File: config.mk
export PLATFORM = sky130hd
export DESIGN_NAME = ifr_div
export DESIGN_NICKNAME = d
export VERILOG_FILES = /design/src/ifr_div.sv
export SDC_FILE = /design/constraint.sdc
export NUM_CORES = 1
export LEC_CHECK = 0
export BUFFER_PORTS_ARGS = -buffer_cell sky130_fd_sc_hd__buf_2
export CORE_ASPECT_RATIO = 1.25
export CORE_MARGIN = 3
export CORE_UTILIZATION = 40
export CTS_CLUSTER_DIAMETER = 150
export DETAILED_ROUTE_END_ITERATION = 16
export SLEW_MARGIN = 20
export SYNTH_ARGS = -nofsm -noshare
export SYNTH_HDL_FRONTEND = slang
export SYNTH_SLANG_ARGS = --single-unit
File: constraint.sdc
create_clock -name clk -period 2.15 [get_ports clk]
set_input_delay 0.3225 -clock clk [delete_from_list [all_inputs] [get_ports clk]]
set_output_delay 0.3225 -clock clk [all_outputs]
set_load 0.01 [all_outputs]
File: src/ifr_div.sv
// Iterative restoring divider, one quotient bit per cycle.
module ifr_div #(
  parameter int N = 23
) (
  input  logic         clk,
  input  logic         rst,
  input  logic         start,
  input  logic [N-1:0] dividend,
  input  logic [N-1:0] divisor,
  output logic         done,
  output logic [N-1:0] quotient,
  output logic [N-1:0] remainder
);

  localparam int CW = $clog2(N + 1);

  logic [CW-1:0] cnt;
  logic          busy;
  logic [N-1:0]  dvs;
  logic [N:0]    rsh;
  logic          take;

  // Shift the next dividend bit into the partial remainder and compare.
  always_comb begin
    rsh = {remainder, quotient[N-1]};
    take = (rsh >= {1'b0, dvs});
  end

  // Control: count the steps and flag the last one.
  always_ff @(posedge clk) begin
    if (rst) begin
      busy <= 1'b0;
      done <= 1'b0;
      cnt <= '0;
    end else begin
      done <= 1'b0;
      if (start) begin
        busy <= 1'b1;
        cnt <= CW'(N);
      end else if (busy) begin
        cnt <= cnt - 1'b1;
        if (cnt == CW'(1)) begin
          busy <= 1'b0;
          done <= 1'b1;
        end
      end
    end
  end

  // Datapath: quotient bits shift in from the right as the dividend shifts out.
  always_ff @(posedge clk) begin
    if (start) begin
      quotient <= dividend;
      remainder <= '0;
      dvs <= divisor;
    end else if (busy) begin
      quotient <= {quotient[N-2:0], take};
      if (take) begin
        remainder <= N'(rsh - {1'b0, dvs});
      end else begin
        remainder <= rsh[N-1:0];
      end
    end
  end

endmodule

* Word level (Yosys, flattened, before mapping)
Index checks and enable logic that the tools add are counted.
** Storage, ports and cells
- Bits in registers :: 76
- Bits of input ports :: 49
- Output and inout port bits :: 47
** Cells by class
- $add $sub $neg :: 2
- Order comparisons :: 1
- Eq/ne operators :: 1
- Multiplexer cells :: 9
- Bitwise gates (word level) :: 1
- Reduce and logical (&&, ||, !) cells :: 3
** Operator list (count)
- two-way mux 23 bit :: 3
- >= comparator 24 x 23 -> 1 bit :: 1
- subtractor 23 bit :: 1
- two-way mux 5 bit :: 2
- equality test 5 x 1 -> 1 bit, second input constant :: 1
- subtractor 5 x 1 -> 5 bit, second input constant :: 1
- two-way mux 1 bit :: 4
- OR reduction 3 bit :: 1
- nonzero test 2 bit :: 1
- OR reduction 2 bit :: 1
- NOT 1 bit :: 1

* Logic depth before layout (Yosys ltp)
- Depth after elaboration :: 4
- Gate-level depth with buffers :: 12
- Gate-level depth less buffers :: 11

* Least setup slack after synthesis
Ideal clock, no wire load.
- Path kind :: reg-to-reg
- Start point :: register quotient[22]
- End point :: register remainder[11]
- Setup time :: 0.128 ns
- Data arrival time :: 2.335 ns
- Setup slack :: -0.313 ns
- Cell stages (with the launch flop) :: 12
- Buffers on the path :: 0
- Period minus slack after synthesis :: 2.463 ns
- Cell sequence :: edfxtp_1 -> inv_1 -> ha_1 -> fa_1 -> nand2b_1 -> a21o_1 -> a21oi_4 -> o21a_2 -> o21a_1 -> mux2_1 -> mux2i_1 -> nor2_1
** On the way
- Cells in the longest elaborated chain, start to end :: 2
- Elaborated cells on any way between the ends :: 3
- Classes of those cells :: add/sub: 1; order compare: 1; mux: 1
** Ends and longest elaborated chain
- from (decl) :: RTL line 11 : output logic [N-1:0] quotient,
- from (signal assigned) :: RTL line 53 : quotient <= dividend;
- from (signal assigned) :: RTL line 57 : quotient <= {quotient[N-2:0], take};
- subtractor 23 bit / >= comparator 24 x 23 -> 1 bit (equally long branches) :: RTL line 59, 26
- two-way mux 23 bit (*) :: RTL line 58 : if (take) begin
- to (signal assigned) :: RTL line 59 : remainder <= N'(rsh - {1'b0, dvs});
- to (signal assigned) :: RTL line 61 : remainder <= rsh[N-1:0];
- to (decl) :: RTL line 12 : output logic [N-1:0] remainder
Mark *: on every way between the ends. The rest lies on a longest branch, timed or not.
A chain may end at the register's enable or synchronous reset.

* Worst setup path after layout
- Start point :: register quotient[22]
- End point :: register remainder[20]
The elaborated chain is that of the path after synthesis.

==> out/metrics.csv <==
metric,value,unit
synth unique cells,62,
post-DR wirelength/cell,15.2,um
initial DRC count,159,
MaxCap Viol Count,0,
max_slew headroom,58.4,%
kind of critical path,register to register,
CTS tree,yes,
fillers,879,
status,"complete, but fails checks",
CP arrival,2.65,ns
Worst Path Required,2.37,ns
IO buf count,95,
final setup vio count,24,
DRC violations left,0,
routability cong.,0.865,
P&R area growth vs syn,42.2,%
final WL,11.1,mm
share of cells above drive strength 1,45.7,%
crit path from,quotient[22],
RSZ-0062 raised after global routing,yes,
Final Hold Viols,0,
Setup crit end,remainder[20],
"most used cell, CP",o21ai_2,
Worst Tran Pin Value,0.621,ns
Syn Std Cell Area,4240,um^2
CP max stage delay,0.34,ns
Synth area leader,edfxtp_1,
max-slew violations,0,
synthesized net count,482,
synthesis warning total,0,
post-synthesis sequential area ratio,46.8,%
"commonest non-fill, non-tap cell in the layout",buf_2,
Die H,121,um
Post-Synthesis Cells,407,
pwr dens,712,nW/um^2
TritonCTS Buffers,9,
"Top FF cell, synth",edfxtp_1,
crit-path cells,"inv_1, ha_2, fa_2, nand2b_4, a21o_1, a21oi_4, o21a_2, o21ai_2, buf_6, buf_12, a32oi_2, o21ai_2",
drt first pass iters,5,
initial antenna violation count,0,
largest net degree at the start of global routing,24,
"Async S/R FF share, synth",0,%
Tot Pwr,0.00429,W
GRT Util Overall,18.5,%
failing checks,negative setup slack,
"Slowest-stage cell, CP",edfxtp_1,
"CTS clk-pin slew, worst paths",0.07,ns
setup TNS,-4.23,ns
Final min period,2.43,ns
Critical Path End Type,register,
Core Rows,41,
Overflow after GRT,0,
DP HPWL,8.14,mm
Inserted Diodes,0,
leak pwr,2.80,nW
Post-CTS Hold Buffers,0,
reg2reg start,quotient[22],
clk root buf,clkbuf_16,
nets,669,
clk_skew,0.00744,ns
largest cells by area after synthesis,"edfxtp_1 33%, dfxtp_1 14%, ha_1 7.4%",
Peak VDD IR,419,uV
hold crit path type,input port to register,
most frequent cells in the layout,"95 x buf_2, 90 x buf_4, 46 x edfxtp_1, 41 x nor2_1, 31 x inv_1",
Hold WS,0.157,ns
Mapped Avg Cell Area,10.4,um^2
r2r setup slk,-0.28,ns
Worst Hold Launch,divisor[0],
Die Wd,98.1,um
# clock sinks,76,
CORE AREA,10200,um^2
number of synthesized flops with an enable pin,46,
"critical path fanouts, max",7,
Initial Util,41.5,%
Reg area,1980,um^2
Startpoint Class,register,
via count,3727,
area of the multi-input gates,2230,um^2
reg2reg path depth,12,
#FFs+latches synth,76,
worst r2r dst,remainder[20],
clk buf depth,2,
Max Clk Rate,0.412,GHz
share of the synthesized area in the top cell type,32.6,%
io pins,96,
CTS H-tree depth,3,
"Period Utilization, post-route",113,%
first-pass GRT wire length,17.6,mm
vias per cell,5.12,
clock latency on the worst-skew pair,0.34,ns
ANT nets after route,0,
final worst setup slack,-0.276,ns
vias in the first global route,3720,
Die Area,11900,um^2
worst min-delay path by stage:
| stage | end | cells past startpoint |
|---|---|---|
| after global routing | dvs[7] | 1 |
| after detailed placement | dvs[18] | 1 |
| after floorplan | busy | 1 |
| after global placement | dvs[21] | 1 |
| final | dvs[0] | 1 |
| after CTS | dvs[0] | 1 |
cell type report:
| class | instances | share of cell area (%) |
|---|---|---|
| clock buffer | 9 | 3.74 |
| tap | 129 | 2.68 |
| clock inverter | 7 | 1.45 |
| multi-input combinational | 285 | 37.0 |
| sequential | 76 | 32.9 |
| timing repair buffer | 190 | 20.2 |
| inverter | 32 | 1.99 |
worst max-delay path, delay by kind of cell, from the launching register on:
kind                     cells  cell delay, ns
adder cells (fa/ha/maj)      2            0.52
flip-flops                   1            0.34
AO/OA/AOI/OAI                6            0.94
AND/OR/NAND/NOR              1            0.15
buffers and inverters        3            0.34
power breakdown:
part / total, W / internal [W] / switching (W)
combinational: 0.000952 / 0.000474 / 0.000478
clock: 0.00161 / 0.000933 / 0.000674
sequential: 0.00173 / 0.00167 / 0.0000545
cells in the mapped netlist, types with 2 or more instances:
library cell	instances
nand2b_1	5
nand3_1	5
edfxtp_1	46
nor3_1	5
a311oi_1	3
and3_1	2
inv_1	32
mux2_2	22
xor2_1	10
nor2b_1	2
dfxtp_1	30
o21ai_2	2
ha_1	25
nand4_1	3
o21ai_1	4
o21bai_1	2
nand2_1	28
a21oi_1	29
xnor2_1	11
a22o_1	3
mux2_1	2
a21o_1	9
buf_6	5
o21ai_0	18
nor2_1	44
a22oi_1	4
mux2i_1	2
a211oi_1	8
o21a_1	5
clkbuf_1	8
a21oi_4	2
through the flow:
| stage | setup WS (ns) | std cells | area (um^2) | util (%) |
|---|---|---|---|---|
| after global routing | -0.394 | 728 | 6020 | 59.0 |
| after global placement | -0.293 | 703 | 5460 | 53.5 |
| after floorplan | -0.243 | 407 | 4270 | - |
| after detailed placement | -0.281 | 703 | 5460 | 53.5 |
| after CTS | -0.251 | 721 | 5840 | 57.2 |
| final | -0.276 | 728 | 6020 | 59.0 |
registers in the layout (all words and copies together) (netlist names):
register / flops
remainder: 23
dvs: 23
cnt: 5
done: 1
busy: 1
quotient: 23
metal layers:
layer  part of all wire, %  up-vias  track usage [%]
met5                     0        -                0
met4                   1.6        0             5.97
met3                   4.7       16             3.97
met2                    51      106             32.8
met1                    42     1762             22.1
li1                      -     1843                -
cells by family after synthesis:
group	synth area share (%)
AO/OA/AOI/OAI	18.0
XOR/XNOR	4.34
adder cells (fa/ha/maj)	7.86
buffers and inverters	4.99
flip-flops	46.8
multiplexers	6.85
AND/OR/NAND/NOR	11.2
repair_timing:
action | 4_1_cts | 5_1_grt
pin swaps | 7 | 15
setup endpoints to repair | 24 | 24
gates resized for setup | 12 | 25
setup buffers | 2 | 7
Note: power is estimated with default switching activity, not from simulation.
